[src/sv/mbe_pkg.sv]
`timescale 1ns / 1ps
`default_nettype none
// ----------------------------------------------------------------------------
// Mini UART bit engine package
// Shared types and constants for the transmitter/receiver bit engine.
// ----------------------------------------------------------------------------
package mbe_pkg;

  localparam int unsigned BaudW    = 16;
  localparam int unsigned AccW     = 17;
  localparam int unsigned CyclesW  = 8;
  localparam int unsigned ByteW    = 8;
  localparam int unsigned BitCntW  = 4;
  localparam int unsigned CfgIdxW  = 3;
  localparam int unsigned CfgDataW = 16;

  localparam logic [BitCntW-1:0] LenShort = 4'd7;
  localparam logic [BitCntW-1:0] LenLong  = 4'd8;

  typedef enum logic [1:0] {
    FUNC_TICK      = 2'd0,
    FUNC_WRITE_TX  = 2'd1,
    FUNC_CLR_READY = 2'd2,
    FUNC_CLR_IRQ   = 2'd3
  } mbe_func_e;

  typedef enum logic [1:0] {
    PH_START = 2'd0,
    PH_DATA  = 2'd1,
    PH_STOP  = 2'd2,
    PH_END   = 2'd3
  } mbe_phase_e;

  typedef enum logic [CfgIdxW-1:0] {
    REG_BAUD_COUNT      = 3'd0,
    REG_EIGHT_BIT_CHARS = 3'd1,
    REG_TX_ENABLE       = 3'd2,
    REG_RX_ENABLE       = 3'd3,
    REG_RX_IRQ_ENABLE   = 3'd4,
    REG_TX_IRQ_ENABLE   = 3'd5,
    REG_UART_ENABLE     = 3'd6
  } mbe_reg_e;

  typedef struct packed {
    logic [BaudW-1:0] baud_count;
    logic             eight_bit_chars;
    logic             tx_enable;
    logic             rx_enable;
    logic             rx_irq_enable;
    logic             tx_irq_enable;
    logic             uart_enable;
  } mbe_cfg_t;

  typedef struct packed {
    logic [1:0]         func;
    logic [CyclesW-1:0] cycles;
    logic               rx_pin;
    logic [ByteW-1:0]   tx_byte;
  } mbe_item_t;

  typedef struct packed {
    logic             tx_pin;
    logic [ByteW-1:0] rx_data;
    logic             rx_avail;
    logic             tx_empty;
    logic             irq_pending;
    logic             irq_signal;
    logic             frame_error;
  } mbe_result_t;

endpackage
`default_nettype wire

[src/sv/mbe_in_if.sv]
`timescale 1ns / 1ps
`default_nettype none
// ----------------------------------------------------------------------------
// Mini UART bit engine input channel
// Valid/ready channel carrying one command or tick item.
// ----------------------------------------------------------------------------
interface mbe_in_if;
  logic                        valid;
  logic                        ready;
  logic [1:0]                  func;
  logic [mbe_pkg::CyclesW-1:0] cycles;
  logic                        rx_pin;
  logic [mbe_pkg::ByteW-1:0]   tx_byte;

  modport source (output valid, func, cycles, rx_pin, tx_byte, input ready);
  modport sink   (input valid, func, cycles, rx_pin, tx_byte, output ready);
endinterface
`default_nettype wire

[src/sv/mbe_out_if.sv]
`timescale 1ns / 1ps
`default_nettype none
// ----------------------------------------------------------------------------
// Mini UART bit engine output channel
// Valid/ready channel carrying the line and status snapshot after each item.
// ----------------------------------------------------------------------------
interface mbe_out_if;
  logic                      valid;
  logic                      ready;
  logic                      tx_pin;
  logic [mbe_pkg::ByteW-1:0] rx_data;
  logic                      rx_avail;
  logic                      tx_empty;
  logic                      irq_pending;
  logic                      irq_signal;
  logic                      frame_error;

  modport source (output valid, tx_pin, rx_data, rx_avail, tx_empty, irq_pending,
                  irq_signal, frame_error, input ready);
  modport sink   (input valid, tx_pin, rx_data, rx_avail, tx_empty, irq_pending,
                  irq_signal, frame_error, output ready);
endinterface
`default_nettype wire

[src/sv/mbe_cfg_regs.sv]
`timescale 1ns / 1ps
`default_nettype none
// ----------------------------------------------------------------------------
// Mini UART bit engine configuration registers
// Write-only register file decoded from a register index.
// ----------------------------------------------------------------------------
module mbe_cfg_regs (
  input  wire logic                          clk_i,
  input  wire logic                          rst_ni,
  input  wire logic                          cfg_we_i,
  input  wire logic [mbe_pkg::CfgIdxW-1:0]   cfg_idx_i,
  input  wire logic [mbe_pkg::CfgDataW-1:0]  cfg_wdata_i,
  output mbe_pkg::mbe_cfg_t                  cfg_o
);

  mbe_pkg::mbe_cfg_t cfg_q, cfg_d;

  always_comb begin
    cfg_d = cfg_q;
    if (cfg_we_i) begin
      unique case (mbe_pkg::mbe_reg_e'(cfg_idx_i))
        mbe_pkg::REG_BAUD_COUNT:      cfg_d.baud_count      = cfg_wdata_i[mbe_pkg::BaudW-1:0];
        mbe_pkg::REG_EIGHT_BIT_CHARS: cfg_d.eight_bit_chars = cfg_wdata_i[0];
        mbe_pkg::REG_TX_ENABLE:       cfg_d.tx_enable       = cfg_wdata_i[0];
        mbe_pkg::REG_RX_ENABLE:       cfg_d.rx_enable       = cfg_wdata_i[0];
        mbe_pkg::REG_RX_IRQ_ENABLE:   cfg_d.rx_irq_enable   = cfg_wdata_i[0];
        mbe_pkg::REG_TX_IRQ_ENABLE:   cfg_d.tx_irq_enable   = cfg_wdata_i[0];
        mbe_pkg::REG_UART_ENABLE:     cfg_d.uart_enable     = cfg_wdata_i[0];
        default:                      cfg_d = cfg_q;
      endcase
    end
  end

  always_ff @(posedge clk_i or negedge rst_ni) begin
    if (!rst_ni) begin
      cfg_q.baud_count      <= '0;
      cfg_q.eight_bit_chars <= 1'b0;
      cfg_q.tx_enable       <= 1'b1;
      cfg_q.rx_enable       <= 1'b1;
      cfg_q.rx_irq_enable   <= 1'b0;
      cfg_q.tx_irq_enable   <= 1'b0;
      cfg_q.uart_enable     <= 1'b0;
    end else begin
      cfg_q <= cfg_d;
    end
  end

  assign cfg_o = cfg_q;

endmodule
`default_nettype wire

[src/sv/mbe_in_reg.sv]
`timescale 1ns / 1ps
`default_nettype none
// ----------------------------------------------------------------------------
// Mini UART bit engine input register
// Captures one item per transfer and holds it until the engine takes it.
// ----------------------------------------------------------------------------
module mbe_in_reg (
  input  wire logic               clk_i,
  input  wire logic               rst_ni,
  input  wire logic               in_valid_i,
  output logic                    in_ready_o,
  input  wire mbe_pkg::mbe_item_t in_item_i,
  input  wire logic               take_i,
  output logic                    valid_o,
  output mbe_pkg::mbe_item_t      item_o
);

  logic               valid_q, valid_d;
  mbe_pkg::mbe_item_t item_q;
  logic               load;

  assign in_ready_o = !valid_q || take_i;
  assign load       = in_valid_i && in_ready_o;

  always_comb begin
    valid_d = valid_q;
    if (load) begin
      valid_d = 1'b1;
    end else if (take_i) begin
      valid_d = 1'b0;
    end
  end

  always_ff @(posedge clk_i or negedge rst_ni) begin
    if (!rst_ni) begin
      valid_q <= 1'b0;
    end else begin
      valid_q <= valid_d;
    end
  end

  always_ff @(posedge clk_i) begin
    if (load) begin
      item_q <= in_item_i;
    end
  end

  assign valid_o = valid_q;
  assign item_o  = item_q;

endmodule
`default_nettype wire

[src/sv/mbe_engine.sv]
`timescale 1ns / 1ps
`default_nettype none
// ----------------------------------------------------------------------------
// Mini UART bit engine core logic
// Baud accumulator, transmit and receive bit machines, flags and result register.
// ----------------------------------------------------------------------------
module mbe_engine (
  input  wire logic               clk_i,
  input  wire logic               rst_ni,
  input  wire mbe_pkg::mbe_cfg_t  cfg_i,
  input  wire logic               item_valid_i,
  input  wire mbe_pkg::mbe_item_t item_i,
  output logic                    take_o,
  output logic                    res_valid_o,
  input  wire logic               res_ready_i,
  output mbe_pkg::mbe_result_t    res_o
);

  logic [mbe_pkg::AccW-1:0]    acc_q, acc_d, acc_sum;
  mbe_pkg::mbe_phase_e         tx_phase_q, tx_phase_d;
  logic [mbe_pkg::BitCntW-1:0] tx_bits_q, tx_bits_d, tx_bits_inc;
  logic [mbe_pkg::ByteW-1:0]   tx_shift_q, tx_shift_d;
  mbe_pkg::mbe_phase_e         rx_phase_q, rx_phase_d;
  logic [mbe_pkg::BitCntW-1:0] rx_bits_q, rx_bits_d, rx_bits_inc;
  logic [mbe_pkg::ByteW-1:0]   rx_shift_q, rx_shift_d;
  logic [mbe_pkg::ByteW-1:0]   holding_q, holding_d;
  logic                        ready_q, ready_d;
  logic                        empty_q, empty_d;
  logic                        pending_q, pending_d;
  logic                        line_q, line_d;
  logic                        res_valid_q, res_valid_d;
  mbe_pkg::mbe_result_t        res_q, res_d;

  mbe_pkg::mbe_func_e          func;
  logic [mbe_pkg::BitCntW-1:0] char_len;
  logic                        is_tick, baud_hit, do_step, tx_run, rx_run;
  logic                        tx_irq, rx_irq, ferr;

  assign take_o = item_valid_i && (!res_valid_q || res_ready_i);

  assign func     = mbe_pkg::mbe_func_e'(item_i.func);
  assign char_len = cfg_i.eight_bit_chars ? mbe_pkg::LenLong : mbe_pkg::LenShort;
  assign is_tick  = (func == mbe_pkg::FUNC_TICK);
  assign acc_sum  = acc_q + mbe_pkg::AccW'(item_i.cycles);
  assign baud_hit = acc_sum >= mbe_pkg::AccW'(cfg_i.baud_count);
  assign do_step  = is_tick && baud_hit && cfg_i.uart_enable;
  assign tx_run   = do_step && !empty_q && cfg_i.tx_enable;
  assign rx_run   = do_step && cfg_i.rx_enable;

  assign tx_bits_inc = tx_bits_q + 4'd1;
  assign rx_bits_inc = rx_bits_q + 4'd1;

  always_comb begin
    acc_d = acc_q;
    if (is_tick) begin
      acc_d = baud_hit ? '0 : acc_sum;
    end
  end

  // Transmit machine: next phase.
  always_comb begin
    tx_phase_d = tx_phase_q;
    if (tx_run) begin
      unique case (tx_phase_q)
        mbe_pkg::PH_START: tx_phase_d = mbe_pkg::PH_DATA;
        mbe_pkg::PH_DATA:  if (tx_bits_inc >= char_len) tx_phase_d = mbe_pkg::PH_STOP;
        mbe_pkg::PH_STOP:  tx_phase_d = mbe_pkg::PH_END;
        mbe_pkg::PH_END:   tx_phase_d = mbe_pkg::PH_START;
      endcase
    end
  end

  // Transmit machine: line, shifter and buffer flag.
  always_comb begin
    line_d     = line_q;
    tx_shift_d = tx_shift_q;
    tx_bits_d  = tx_bits_q;
    empty_d    = empty_q;
    tx_irq     = 1'b0;
    if (func == mbe_pkg::FUNC_WRITE_TX) begin
      tx_shift_d = item_i.tx_byte;
      empty_d    = 1'b0;
    end
    if (tx_run) begin
      unique case (tx_phase_q)
        mbe_pkg::PH_START: line_d = 1'b0;
        mbe_pkg::PH_DATA: begin
          line_d     = tx_shift_q[0];
          tx_shift_d = tx_shift_q >> 1;
          tx_bits_d  = tx_bits_inc;
        end
        mbe_pkg::PH_STOP: line_d = 1'b1;
        mbe_pkg::PH_END: begin
          tx_irq    = cfg_i.tx_irq_enable;
          tx_bits_d = '0;
          line_d    = 1'b1;
          empty_d   = 1'b1;
        end
      endcase
    end
  end

  // Receive machine: next phase.
  always_comb begin
    rx_phase_d = rx_phase_q;
    if (rx_run) begin
      unique case (rx_phase_q)
        mbe_pkg::PH_START: if (!item_i.rx_pin) rx_phase_d = mbe_pkg::PH_DATA;
        mbe_pkg::PH_DATA:  if (rx_bits_inc >= char_len) rx_phase_d = mbe_pkg::PH_STOP;
        mbe_pkg::PH_STOP:  rx_phase_d = mbe_pkg::PH_START;
        mbe_pkg::PH_END:   rx_phase_d = mbe_pkg::PH_START;
      endcase
    end
  end

  // Receive machine: shifter, holding register and status.
  always_comb begin
    rx_shift_d = rx_shift_q;
    rx_bits_d  = rx_bits_q;
    holding_d  = holding_q;
    ready_d    = ready_q;
    rx_irq     = 1'b0;
    ferr       = 1'b0;
    if (func == mbe_pkg::FUNC_CLR_READY) begin
      ready_d = 1'b0;
    end
    if (rx_run) begin
      unique case (rx_phase_q) inside
        mbe_pkg::PH_DATA: begin
          rx_shift_d = rx_shift_q | (mbe_pkg::ByteW'(item_i.rx_pin) << rx_bits_q[2:0]);
          rx_bits_d  = rx_bits_inc;
        end
        mbe_pkg::PH_STOP: begin
          ferr       = !item_i.rx_pin;
          holding_d  = rx_shift_q;
          ready_d    = 1'b1;
          rx_irq     = cfg_i.rx_irq_enable;
          rx_bits_d  = '0;
          rx_shift_d = '0;
        end
        mbe_pkg::PH_START, mbe_pkg::PH_END: begin
          rx_shift_d = rx_shift_q;
        end
      endcase
    end
  end

  always_comb begin
    pending_d = pending_q | tx_irq | rx_irq;
    if (func == mbe_pkg::FUNC_CLR_IRQ) begin
      pending_d = 1'b0;
    end
  end

  always_comb begin
    res_d.tx_pin      = line_d;
    res_d.rx_data     = holding_d;
    res_d.rx_avail    = ready_d;
    res_d.tx_empty    = empty_d;
    res_d.irq_pending = pending_d;
    res_d.irq_signal  = tx_irq | rx_irq;
    res_d.frame_error = ferr;
  end

  always_comb begin
    res_valid_d = res_valid_q;
    if (take_o) begin
      res_valid_d = 1'b1;
    end else if (res_ready_i) begin
      res_valid_d = 1'b0;
    end
  end

  always_ff @(posedge clk_i or negedge rst_ni) begin
    if (!rst_ni) begin
      acc_q       <= '0;
      tx_phase_q  <= mbe_pkg::PH_START;
      tx_bits_q   <= '0;
      tx_shift_q  <= '0;
      rx_phase_q  <= mbe_pkg::PH_START;
      rx_bits_q   <= '0;
      rx_shift_q  <= '0;
      holding_q   <= '0;
      ready_q     <= 1'b0;
      empty_q     <= 1'b1;
      pending_q   <= 1'b0;
      line_q      <= 1'b1;
      res_valid_q <= 1'b0;
    end else begin
      res_valid_q <= res_valid_d;
      if (take_o) begin
        acc_q      <= acc_d;
        tx_phase_q <= tx_phase_d;
        tx_bits_q  <= tx_bits_d;
        tx_shift_q <= tx_shift_d;
        rx_phase_q <= rx_phase_d;
        rx_bits_q  <= rx_bits_d;
        rx_shift_q <= rx_shift_d;
        holding_q  <= holding_d;
        ready_q    <= ready_d;
        empty_q    <= empty_d;
        pending_q  <= pending_d;
        line_q     <= line_d;
      end
    end
  end

  always_ff @(posedge clk_i) begin
    if (take_o) begin
      res_q <= res_d;
    end
  end

  assign res_valid_o = res_valid_q;
  assign res_o       = res_q;

endmodule
`default_nettype wire

[src/sv/mini_uart_bit_engine_core.sv]
`timescale 1ns / 1ps
`default_nettype none
// ----------------------------------------------------------------------------
// Mini UART bit engine
// UART transmit/receive bit machines stepped by tick items at the baud count.
// ----------------------------------------------------------------------------
// Path: the input register captures the item, then the result register is
// written from it. Throughput: one item per cycle while the result channel
// is not stalled; the result register and the input register each accept a
// new entry in the cycle their current one moves on.
// Reset: asynchronous, active low; all machines return to the start phase,
// the line idles high, the transmit buffer reads empty and both channels drain.
module mini_uart_bit_engine_core (
  input  wire logic                          clk_i,
  input  wire logic                          rst_ni,
  mbe_in_if.sink                             in_ch,
  mbe_out_if.source                          out_ch,
  input  wire logic                          cfg_we_i,
  input  wire logic [mbe_pkg::CfgIdxW-1:0]   cfg_idx_i,
  input  wire logic [mbe_pkg::CfgDataW-1:0]  cfg_wdata_i
);

  mbe_pkg::mbe_cfg_t    cfg;
  mbe_pkg::mbe_item_t   in_item, s1_item;
  mbe_pkg::mbe_result_t res;
  logic                 s1_valid, s1_take;

  assign in_item.func    = in_ch.func;
  assign in_item.cycles  = in_ch.cycles;
  assign in_item.rx_pin  = in_ch.rx_pin;
  assign in_item.tx_byte = in_ch.tx_byte;

  mbe_cfg_regs u_cfg_regs (
    .clk_i       (clk_i),
    .rst_ni      (rst_ni),
    .cfg_we_i    (cfg_we_i),
    .cfg_idx_i   (cfg_idx_i),
    .cfg_wdata_i (cfg_wdata_i),
    .cfg_o       (cfg)
  );

  mbe_in_reg u_in_reg (
    .clk_i      (clk_i),
    .rst_ni     (rst_ni),
    .in_valid_i (in_ch.valid),
    .in_ready_o (in_ch.ready),
    .in_item_i  (in_item),
    .take_i     (s1_take),
    .valid_o    (s1_valid),
    .item_o     (s1_item)
  );

  mbe_engine u_engine (
    .clk_i        (clk_i),
    .rst_ni       (rst_ni),
    .cfg_i        (cfg),
    .item_valid_i (s1_valid),
    .item_i       (s1_item),
    .take_o       (s1_take),
    .res_valid_o  (out_ch.valid),
    .res_ready_i  (out_ch.ready),
    .res_o        (res)
  );

  assign out_ch.tx_pin      = res.tx_pin;
  assign out_ch.rx_data     = res.rx_data;
  assign out_ch.rx_avail    = res.rx_avail;
  assign out_ch.tx_empty    = res.tx_empty;
  assign out_ch.irq_pending = res.irq_pending;
  assign out_ch.irq_signal  = res.irq_signal;
  assign out_ch.frame_error = res.frame_error;

endmodule
`default_nettype wire

[src/flat_wrapper.sv]
// flat-port wrapper written by rule: the top's interface ports become plain ports
module mini_uart_bit_engine_core_flat 
  (clk_i, rst_ni, cfg_we_i, cfg_idx_i, cfg_wdata_i, in_ch_valid, in_ch_func, in_ch_cycles, in_ch_rx_pin, in_ch_tx_byte, in_ch_ready, out_ch_valid, out_ch_tx_pin, out_ch_rx_data, out_ch_rx_avail, out_ch_tx_empty, out_ch_irq_pending, out_ch_irq_signal, out_ch_frame_error, out_ch_ready);
  mbe_in_if in_ch_i ();
  mbe_out_if out_ch_i ();
  input  wire logic clk_i;
  input  wire logic rst_ni;
  input  wire logic cfg_we_i;
  input  wire logic [mbe_pkg::CfgIdxW-1:0] cfg_idx_i;
  input  wire logic [mbe_pkg::CfgDataW-1:0] cfg_wdata_i;
  input wire logic [$bits(in_ch_i.valid)-1:0] in_ch_valid;
  input wire logic [$bits(in_ch_i.func)-1:0] in_ch_func;
  input wire logic [$bits(in_ch_i.cycles)-1:0] in_ch_cycles;
  input wire logic [$bits(in_ch_i.rx_pin)-1:0] in_ch_rx_pin;
  input wire logic [$bits(in_ch_i.tx_byte)-1:0] in_ch_tx_byte;
  output wire logic [$bits(in_ch_i.ready)-1:0] in_ch_ready;
  output wire logic [$bits(out_ch_i.valid)-1:0] out_ch_valid;
  output wire logic [$bits(out_ch_i.tx_pin)-1:0] out_ch_tx_pin;
  output wire logic [$bits(out_ch_i.rx_data)-1:0] out_ch_rx_data;
  output wire logic [$bits(out_ch_i.rx_avail)-1:0] out_ch_rx_avail;
  output wire logic [$bits(out_ch_i.tx_empty)-1:0] out_ch_tx_empty;
  output wire logic [$bits(out_ch_i.irq_pending)-1:0] out_ch_irq_pending;
  output wire logic [$bits(out_ch_i.irq_signal)-1:0] out_ch_irq_signal;
  output wire logic [$bits(out_ch_i.frame_error)-1:0] out_ch_frame_error;
  input wire logic [$bits(out_ch_i.ready)-1:0] out_ch_ready;
  assign in_ch_i.valid = in_ch_valid;
  assign in_ch_i.func = in_ch_func;
  assign in_ch_i.cycles = in_ch_cycles;
  assign in_ch_i.rx_pin = in_ch_rx_pin;
  assign in_ch_i.tx_byte = in_ch_tx_byte;
  assign in_ch_ready = in_ch_i.ready;
  assign out_ch_valid = out_ch_i.valid;
  assign out_ch_tx_pin = out_ch_i.tx_pin;
  assign out_ch_rx_data = out_ch_i.rx_data;
  assign out_ch_rx_avail = out_ch_i.rx_avail;
  assign out_ch_tx_empty = out_ch_i.tx_empty;
  assign out_ch_irq_pending = out_ch_i.irq_pending;
  assign out_ch_irq_signal = out_ch_i.irq_signal;
  assign out_ch_frame_error = out_ch_i.frame_error;
  assign out_ch_i.ready = out_ch_ready;
  mini_uart_bit_engine_core u_core (.clk_i(clk_i), .rst_ni(rst_ni), .in_ch(in_ch_i), .out_ch(out_ch_i), .cfg_we_i(cfg_we_i), .cfg_idx_i(cfg_idx_i), .cfg_wdata_i(cfg_wdata_i));
endmodule
[config.mk]
export PLATFORM = sky130hd
export DESIGN_NAME = mini_uart_bit_engine_core_flat
export DESIGN_NICKNAME = d
export VERILOG_FILES = /design/src/sv/mbe_pkg.sv /design/src/sv/mbe_in_if.sv /design/src/sv/mbe_out_if.sv /design/src/sv/mbe_cfg_regs.sv /design/src/sv/mbe_in_reg.sv /design/src/sv/mbe_engine.sv /design/src/sv/mini_uart_bit_engine_core.sv /design/src/flat_wrapper.sv
export SDC_FILE = /design/constraint.sdc
export NUM_CORES = 1
export LEC_CHECK = 0
export BUFFER_PORTS_ARGS = -buffer_cell sky130_fd_sc_hd__clkbuf_2
export CORE_MARGIN = 2
export CORE_UTILIZATION = 52
export DETAILED_ROUTE_END_ITERATION = 10
export GPL_TIMING_DRIVEN = 0
export PLACE_DENSITY = 0.74
export REMOVE_ABC_BUFFERS = 1
export SYNTH_ARGS = -nofsm -noshare
export SYNTH_HDL_FRONTEND = slang
export SYNTH_HIERARCHICAL = 1
export SYNTH_SLANG_ARGS = --single-unit
[constraint.sdc]
create_clock -name clk_i -period 3.8 [get_ports clk_i]
set_clock_uncertainty 0.15 [all_clocks]
set_input_delay 0.19 -clock clk_i [delete_from_list [all_inputs] [get_ports clk_i]]
set_output_delay 0.19 -clock clk_i [all_outputs]
set_load 0.05 [all_outputs]
==> flow_summary.json, run 1 <==
{
  "status": "finished, violations left",
  "failed_checks": "negative setup slack",
  "syn_area_sq_um": 5930,
  "worstPathArrival_ns": 4.35,
  "r2r_start": "u_core/u_engine/acc_q[0]",
  "end_kind": "register",
  "ys_ff_latch": 114,
  "crit_type": "reg -> reg",
  "synth_top_area_share_pct": 32.5,
  "final_nets": 715,
  "dpl_cell_area_sq_um": 6360,
  "grt_pass1_vias": 4575,
  "dpl.hpwl_um": 7960,
  "numPortBuffers": 58,
  "synth_area_leaders": "dfrtp_1 (32%), edfxtp_1 (17%), ha_1 (9.1%)",
  "synthFlopType": "dfrtp_1",
  "wire_per_inst_um": 17.7,
  "final_max_slew_viol_count": 0,
  "use_met1_pct": 27.5,
  "via_per_inst": 5.72,
  "grtUsageTotal_pct": 23.1,
  "cts_buffers": 17,
  "initialDrtViolationCount": 227,
  "worst_slack_ns": -0.534,
  "timing.final.crit_share_pct": 114,
  "synth_most_common_cell": "dfrtp_1",
  "min_to": "u_core/u_cfg_regs/cfg_o[3]",
  "initial_core_util_pct": 52.6,
  "yosysSeqAreaShare_pct": 50.9,
  "final_util_pct": 69.1,
  "ys_async_sr_fraction_pct": 71.1,
  "path_buf_inv": 2,
  "dieArea_sq_um": 12300,
  "ctsLongestPathBuffers": 2,
  "cts_sinks": 114,
  "drive_above_1_share_pct": 32.9,
  "avgSynthCellArea_sq_um": 11.7,
  "maxSlewHeadroom_pct": 21.8,
  "drtAntennaViolNets": 0,
  "synth_edf_count": 33,
  "rr_worst_depth": 17,
  "coreArea_sq_um": 11300,
  "tightest_slew_ns": 1.17,
  "top_usage_layer": "met2",
  "met2_usage_pct": 38.7,
  "cts_tree": "done",
  "cap_violations": 0,
  "synthTopCellsByCount": "dfrtp_1 (77), mux2_2 (45), ha_1 (43)",
  "grt_max_degree": 60,
  "grt_pass1_wl_um": 22200,
  "cp.required_ns": 3.82,
  "fin_crit_ns": 4.33,
  "root_buffer": "clkbuf_16",
  "num_antenna_cells": 0,
  "gr-total-overflow": 0,
  "critPathMaxStageDelay_ns": 0.36,
  "insertion_delay_ns": 0.42,
  "r2r_end": "u_core/u_engine/res_o[6]",
  "grt_setup_unrepaired": "true",
  "setup-violations-final": 70,
  "placementRows": 39,
  "die_h_um": 111,
  "drc": 0,
  "critPathMaxFanout": 8,
  "p_per_area_nw_per_um2": 574,
  "critPathLaunchType": "register",
  "hp-start": "cfg_we_i",
  "power_mw": 4.47,
  "clock.fmax_mhz": 231,
  "crit_path_top_delay_cell": "dfrtp_1",
  "area_delta_synth_final_pct": 31.2,
  "antenna_found_initial": 0,
  "hold_class": "in -> reg",
  "pin_count": 59,
  "holdPathStages": 3,
  "first_pass_iters": 6,
  "final_area_sq_um": 7790,
  "die_w_um": 111,
  "ys_types": 66,
  "p_leak_nw": 3.62,
  "num_vias": 4484,
  "drt-total-wl_um": 13800,
  "yosys_warnings": 6,
  "crit_family": "compound AO/OA/AOI/OAI gates",
  "crit_chain": "ha_2 -> inv_2 -> fa_2 -> nor2b_2 -> o31a_1 -> o311ai_4 -> a21o_1 -> buf_4 -> xnor2_2 -> ha_1 -> and4_1 -> a32oi_1 -> o211ai_1 -> a21oi_2 -> nand4_4 -> and3b_2 -> mux2_4",
  "htreeDepth": 4,
  "ff2ff_setup_slack_ns": -0.53,
  "use_met3_pct": 5.90,
  "synth_largest_area_cell": "dfrtp_1",
  "cts.clk_slew.worst_paths_ns": 0.05,
  "postSynthCellCount": 506,
  "vdd_ir_drop_max_mv": 0.363,
  "hold_viol": 0,
  "gp_congestion": 0.830
}
-- metrics by stage --
step / TNS (ns) / cells / setup slack, ns / hold WS (ns)
after detailed placement: -97.55 / 693 / -1.80 / 0.00275
after global placement: -87.71 / 692 / -1.66 / 0.217
after floorplan: -32.00 / 491 / -0.814 / -0.256
after global routing: -36.50 / 784 / -0.650 / 0.0517
final: -27.87 / 784 / -0.534 / 0.0367
after CTS: -21.79 / 781 / -0.447 / 0.0211
-- power breakdown --
| group | internal [mW] | switching (mW) | leakage [nW] |
|---|---|---|---|
| Combinational | 0.612 | 0.742 | 2.01 |
| Sequential | 1.44 | 0.115 | 1.34 |
| Clock | 1.03 | 0.525 | 0.279 |
-- tightest hold or removal path: stages --
cell,delay [ns]
clkbuf_2,0.13
nand4b_1,0.11
mux2_2,0.15
-- layout by cell type (no fill, tap or decap), types with 9 or more instances in the layout --
master	Yosys	routed
clkbuf_16	0	17
nand2_1	36	35
inv_1	39	38
buf_4	1	13
xnor2_1	13	10
o21ai_0	18	10
dlygate4sd3_1	0	38
clkbuf_2	0	57
dfrtp_1	77	77
a21oi_1	14	11
nand3_1	12	9
ha_1	43	40
nor2_1	24	21
edfxtp_1	33	33
mux2_2	45	38
-- state kept, by name, indices dropped and copies added (netlist names) --
register	cells
u_core/u_engine/acc_q	17
u_core/u_engine/pending_q	1
u_core/u_engine/empty_q	1
u_core/u_engine/rx_bits_q	4
u_core/u_engine/tx_shift_q	8
u_core/u_engine/rx_phase_q	2
u_core/u_engine/tx_bits_q	4
u_core/u_engine/ready_q	1
u_core/u_engine/rx_shift_q	8
u_core/u_in_reg/valid_o	1
u_core/u_engine/res_o	14
u_core/u_engine/res_valid_o	1
u_core/u_engine/tx_phase_q	2
u_core/u_in_reg/item_o	19
u_core/u_engine/holding_q	8
u_core/u_cfg_regs/cfg_o	22
u_core/u_engine/line_q	1
-- logic make-up after synthesis --
logic type,share of synthesized area [%]
simple gates,13.5
flops,50.9
compound gates,11.2
buf+inv,3.69
mux,8.88
fa+ha+maj,9.40
xor+xnor,2.36
-- area by class of cell --
type	instances	area, sq um
Clock inverter	5	76.3
Fill cell	765	3480
Sequential cell	114	3020
Inverter	39	146
Multi-Input combinational cell	341	2990
Tap cell	143	179
Timing Repair Buffer	115	872
Clock buffer	27	503
-- per-layer routing --
layer	vias up	routed length, um	share of wire [%]
met1	2203	5740	41
met5	-	0	0
met3	33	622	4.5
met4	0	449	3.2
li1	2101	-	-
met2	147	7040	51
-- worst max-delay path by stage --
stage,startpoint,endpoint,slack (ns),depth (start not counted)
detailed placement,u_core/u_in_reg/item_o[9],u_core/u_engine/res_o[6],-1.80,18
CTS,u_core/u_engine/acc_q[0],u_core/u_engine/res_o[6],-0.45,18
global placement,u_core/u_in_reg/item_o[9],u_core/u_engine/res_o[12],-1.66,18
global route,u_core/u_engine/acc_q[0],u_core/u_engine/res_o[6],-0.65,18
floorplan,u_core/u_in_reg/item_o[9],u_core/u_engine/res_o[10],-0.81,18
finish,u_core/u_engine/acc_q[0],u_core/u_engine/res_o[6],-0.53,17
-- timing repair --
item	in CTS	in global routing
hold buffers	38	0
pin swaps	21	17
setup endpoints to repair	70	70
gates resized for setup	41	19
hold endpoints to repair	120	0
buffers inserted	15	3
gates cloned	3	0
(Power assumes the default switching activity.)
==> run 2: changes to the inputs <==
CTS_BUF_LIST = sky130_fd_sc_hd__clkbuf_16   (was not set)
==> run 2 against run 1 <==
Effect of this change: the run still ends with negative setup slack left; first-iteration DRC count increased by 5.3%; flip-flop and latch count unchanged; critical path depth unchanged; power decreased by 2.1%; core utilization decreased by 0.18 points; wire length decreased by 1.4%; global-route usage decreased by 0.19 points; cell count increased by 0.13%; fmax increased by 0.51%; worst setup slack improved by 0.022 ns; clock-buffer cell count decreased by 10; largest cell class unchanged.
==> flow_summary.json, run 2 (synthesis gave the netlist of run 1 again) <==
{
  "coreArea_sq_um": 11300,
  "dieArea_sq_um": 12300,
  "setup-violations-final": 70,
  "worstPathArrival_ns": 4.33,
  "first_pass_iters": 6,
  "worst_slack_ns": -0.512,
  "mostFrequentLayoutCells": "dfrtp_1 (77), clkbuf_2 (57), inv_1 (44), ha_1 (39)",
  "initial_core_util_pct": 52.6,
  "status": "finished, violations left",
  "r2r_end": "u_core/u_engine/res_o[6]",
  "p_leak_nw": 3.63,
  "area_delta_synth_final_pct": 30.9,
  "num_antenna_cells": 0,
  "tightest_slew_ns": 1.16,
  "hold_viol": 0,
  "cts_buffers": 17,
  "drc": 0,
  "gr-total-overflow": 0,
  "cts_tree": "done",
  "clock.fmax_mhz": 232,
  "initialDrtViolationCount": 239,
  "via_per_inst": 5.68,
  "gp_congestion": 0.830,
  "ctsLongestPathBuffers": 2,
  "timing.final.crit_share_pct": 113,
  "holdPathStages": 3,
  "crit_type": "reg -> reg",
  "fin_crit_ns": 4.31,
  "whs_ns": 0.0432,
  "fillCellCount": 785,
  "final_common_cell": "dfrtp_1",
  "cts_sinks": 114,
  "hp-start": "cfg_we_i",
  "insertion_delay_ns": 0.42,
  "pin_count": 59,
  "wire_per_inst_um": 17.4,
  "die_w_um": 111,
  "grt_setup_unrepaired": "true",
  "num_vias": 4460,
  "placementRows": 39,
  "dpl.hpwl_um": 7960,
  "htreeDepth": 4,
  "multi_input_area_sq_um": 3000,
  "largest_register_ffs": 22,
  "grtUsageTotal_pct": 22.9,
  "grt_pass1_vias": 4571,
  "final_nets": 716,
  "grt_max_degree": 60,
  "min_to": "u_core/u_cfg_regs/cfg_o[3]",
  "drtAntennaViolNets": 0,
  "ff2ff_setup_slack_ns": -0.51,
  "numPortBuffers": 58,
  "pre_cts_slack_ns": -1.80,
  "vdd_ir_drop_max_mv": 0.362,
  "critPathMaxFanout": 8,
  "failed_checks": "negative setup slack",
  "maxSlewHeadroom_pct": 22.2,
  "rr_worst_depth": 17,
  "grt_pass1_wl_um": 22200,
  "final_max_slew_viol_count": 0,
  "critPathLaunchType": "register",
  "cp.required_ns": 3.82,
  "drive_above_1_share_pct": 32.6,
  "final-seq-area_sq_um": 3020,
  "hold_class": "in -> reg",
  "cap_violations": 0,
  "end_kind": "register",
  "die_h_um": 111,
  "root_buffer": "clkbuf_16",
  "drt-total-wl_um": 13600,
  "antenna_found_initial": 0,
  "r2r_start": "u_core/u_engine/acc_q[0]",
  "p_per_area_nw_per_um2": 563,
  "cts.clk_slew.worst_paths_ns": 0.05
}
run 2: cell types whose count changed in the layout (fill, tap and decap cells not counted):
cell	delta
buf_4	+1
inv_1	+6
clkinv_1	+4
ha_1	-1
clkbuf_1	-6
ha_4	+1
clkbuf_8	-4
run 2: metal layers:
metal	up-vias	routed length, um	GRT usage, %	share of wire [%]
li1	2105	-	-	-
met1	2187	5640	27.2	41
met2	137	6940	38.8	51
met3	31	674	5.69	4.9
met4	0	389	11.8	2.9
met5	-	0	0	0
run 2: critical path, cell delays in order, from the launching register on:
cell and delay [ns]:
dfrtp_1 0.35, ha_2 0.21, inv_2 0.04, fa_2 0.35
nor2b_2 0.14, o31a_1 0.25, o311ai_4 0.12, a21o_1 0.22
buf_4 0.16, xnor2_2 0.13, ha_1 0.33, and4_1 0.18
a32oi_1 0.20, o211ai_1 0.17, a21oi_2 0.24, nand4_4 0.15
and3b_2 0.35, mux2_4 0.32
run 2: per-stage QoR:
step	TNS, ns	utilization, %	cells	cell area, sq um	power [mW]
2_1_floorplan	-32.00	-	491	5860	2.34
3_5_place_dp	-97.55	56.4	693	6360	2.63
3_3_place_gp	-87.71	56.2	692	6330	2.56
6_report	-26.28	68.9	785	7770	4.37
5_1_grt	-35.93	68.9	785	7770	4.61
4_1_cts	-21.09	67.6	781	7620	4.28
run 2: final cells by class:
cell class / instances / area share [%]
Clock buffer: 17 / 5.48
Clock inverter: 15 / 1.47
Inverter: 39 / 1.88
Multi-Input combinational cell: 341 / 38.6
Sequential cell: 114 / 38.9
Tap cell: 143 / 2.30
Timing Repair Buffer: 116 / 11.3
run 2: what timing repair did:
item | CTS | global route
setup buffers | 15 | 4
pin swaps | 21 | 17
gates cloned | 3 | 0
gates resized for setup | 43 | 18
setup endpoints to repair | 70 | 70
hold buffers | 38 | 0
hold endpoints to repair | 120 | 0
run 2: worst max-delay path by stage:
| stage | startpoint | endpoint | slack, ns | cells past startpoint |
|---|---|---|---|---|
| final | u_core/u_engine/acc_q[0] | u_core/u_engine/res_o[6] | -0.51 | 17 |
| after CTS | u_core/u_engine/acc_q[0] | u_core/u_engine/res_o[6] | -0.44 | 18 |
| after global routing | u_core/u_engine/acc_q[0] | u_core/u_engine/res_o[6] | -0.64 | 18 |
| after global placement | u_core/u_in_reg/item_o[9] | u_core/u_engine/res_o[12] | -1.66 | 18 |
| after detailed placement | u_core/u_in_reg/item_o[9] | u_core/u_engine/res_o[6] | -1.80 | 18 |
| after floorplan | u_core/u_in_reg/item_o[9] | u_core/u_engine/res_o[10] | -0.81 | 18 |
run 2: report_power, final:
group / internal, mW / switching (mW) / total (mW)
logic: 0.624 / 0.743 / 1.37
clock network: 0.932 / 0.516 / 1.45
registers: 1.44 / 0.117 / 1.56
total: 3.00 / 1.38 / 4.37
==> run 3: changes to the inputs <==
CORE_UTILIZATION = 40   (was 52)
PLACE_DENSITY = not set   (was 0.74)
==> run 3 against run 2 <==
Effect of this change: the run still ends with negative setup slack left; wire length shrank 2.1%; core utilization is 12 points lower; register-to-register slack better by 0.13 ns; critical endpoint is now u_core/u_engine/res_o[12].
==> flow_summary.json, run 3 (synthesis gave the netlist of run 1 again) <==
{
  "hold_viol": 0,
  "grt_pass1_wl_um": 22500,
  "r2r_start": "u_core/u_in_reg/item_o[9]",
  "whs_ns": 0.0411,
  "worst_slack_ns": -0.378,
  "num_vias": 4362,
  "drtAntennaViolNets": 0,
  "final_common_cell": "dfrtp_1",
  "cts_tree": "done",
  "startpoint": "u_core/u_in_reg/item_o[9]",
  "setup-violations-final": 70,
  "crit_type": "reg -> reg",
  "fin_crit_ns": 4.18,
  "end_kind": "register",
  "critPathMaxFanout": 8,
  "final_nets": 728,
  "grtUsageTotal_pct": 17.9,
  "mostFrequentLayoutCells": "dfrtp_1 (77), clkbuf_2 (57), inv_1 (39), dlygate4sd3_1 (38)",
  "insertion_delay_ns": 0.42,
  "critPathLaunchType": "register",
  "die_h_um": 126,
  "timing.final.crit_share_pct": 110,
  "gr-total-overflow": 0,
  "grt_max_degree": 62,
  "dieArea_sq_um": 15800,
  "initial_core_util_pct": 40.8,
  "die_w_um": 126,
  "crit_end": "u_core/u_engine/res_o[12]",
  "status": "finished, violations left",
  "clockPowerShare_pct": 35.8,
  "drt-total-wl_um": 13400,
  "drive_above_1_share_pct": 35.8,
  "root_buffer": "clkbuf_16",
  "worstPathArrival_ns": 4.19,
  "antenna_found_initial": 0,
  "largest_register_ffs": 22,
  "htreeDepth": 4,
  "sw_frac_of_total_pct": 30.2,
  "drc": 0,
  "grt_pass1_vias": 4591,
  "maxSlewHeadroom_pct": 29.6,
  "wire_per_inst_um": 15.9,
  "ctsLongestPathBuffers": 2,
  "initialDrtViolationCount": 167,
  "r2r_end": "u_core/u_engine/res_o[12]",
  "seqPwrFrac_pct": 33.2,
  "cts_buffers": 17,
  "first_pass_iters": 4,
  "pin_count": 59,
  "clock.fmax_mhz": 239,
  "power_mw": 4.71,
  "via_per_inst": 5.21,
  "tightest_slew_ns": 1.05,
  "placementRows": 44,
  "ff2ff_setup_slack_ns": -0.38,
  "numPortBuffers": 58,
  "final_util_pct": 56.4,
  "area_delta_synth_final_pct": 38.2,
  "dpl.hpwl_um": 8140,
  "cts.clk_slew.worst_paths_ns": 0.05,
  "cp.required_ns": 3.81,
  "failed_checks": "negative setup slack",
  "p_per_area_nw_per_um2": 575,
  "final_max_slew_viol_count": 0,
  "p_int_mw": 3.29,
  "gp_congestion": 0.820,
  "coreArea_sq_um": 14500,
  "pwr-share-comb_pct": 31.0,
  "power_switching_mw": 1.42,
  "num_antenna_cells": 0,
  "cts_sinks": 114,
  "hold_class": "in -> reg",
  "grt_setup_unrepaired": "true",
  "vdd_ir_drop_max_mv": 0.405,
  "p_leak_nw": 3.72,
  "cap_violations": 0,
  "rr_worst_depth": 17
}
-- run 3: cell types whose count changed in the layout (fill, tap and decap cells not counted), moves of 3 or more --
cell       delta
bufinv_16     +3
buf_6        +11
inv_1         -5
o221a_2       -7
o221a_4       +7
-- run 3: worst min-delay path by stage --
stage | startpoint | to | slack [ns] | depth (start not counted)
floorplan | rst_ni | u_core/u_cfg_regs/cfg_o[0] | -0.26 | 0
global placement | in_ch_cycles[2] | u_core/u_in_reg/item_o[11] | 0.22 | 1
detailed placement | rst_ni | u_core/u_cfg_regs/cfg_o[9] | -0.007 | 1
CTS | cfg_we_i | u_core/u_cfg_regs/cfg_o[1] | 0.03 | 3
global route | cfg_we_i | u_core/u_cfg_regs/cfg_o[1] | 0.06 | 3
finish | cfg_we_i | u_core/u_cfg_regs/cfg_o[1] | 0.04 | 3
-- run 3: critical path, cell delays in order, from the launching register on --
cell	delay, ns
edfxtp_1	0.37
ha_2	0.21
inv_2	0.05
fa_2	0.21
nor2b_2	0.05
o31a_1	0.35
o311ai_4	0.27
a21o_1	0.22
buf_6	0.16
xnor2_4	0.14
ha_4	0.23
and4_4	0.14
a32oi_1	0.15
o211ai_1	0.16
a21oi_2	0.24
nand4_4	0.15
and3b_2	0.34
mux2_4	0.32
-- run 3: layout make-up --
class | count | area [sq um]
Fill cell | 1199 | 6330
Multi-Input combinational cell | 341 | 3180
Sequential cell | 114 | 3020
Timing Repair Buffer | 128 | 998
Clock buffer | 17 | 425
Tap cell | 184 | 230
Clock inverter | 15 | 198
Inverter | 39 | 146
-- run 3: power groups by stage --
stage                     clock, mW  sequential (mW)  combinational [mW]
after detailed placement          0             1.56                1.07
after global placement            0             1.56                1.02
after floorplan                   0             1.58               0.760
final                          1.69             1.57                1.46
after CTS                      1.72             1.56                1.36
after global routing           1.78             1.59                1.64
-- run 3: per-stage QoR --
| stage | setup TNS [ns] | cells | setup WS [ns] | area, sq um |
|---|---|---|---|---|
| 3_3_place_gp | -93.01 | 733 | -1.74 | 6380 |
| 2_1_floorplan | -32.00 | 491 | -0.814 | 5860 |
| 3_5_place_dp | -98.68 | 735 | -1.81 | 6420 |
| 5_1_grt | -33.16 | 838 | -0.592 | 8200 |
| 6_report | -17.11 | 838 | -0.378 | 8200 |
| 4_1_cts | -20.33 | 825 | -0.429 | 7970 |
-- run 3: repair_timing --
item / CTS / global route
hold buffers: 38 / 0
endpoints found under the setup margin: 70 / 70
setup buffers: 17 / 14
resized for setup: 69 / 30
hold endpoints to repair: 120 / 0
gates cloned: 3 / 0
pin swaps: 33 / 31
-- run 3: per-layer routing --
metal | vias up | part of all wire [%] | GRT usage, %
met2 | 75 | 49 | 30.1
li1 | 2122 | - | -
met4 | 0 | 1.9 | 6.08
met5 | - | 0 | 0
met1 | 2141 | 45 | 22.0
met3 | 24 | 4.2 | 5.27
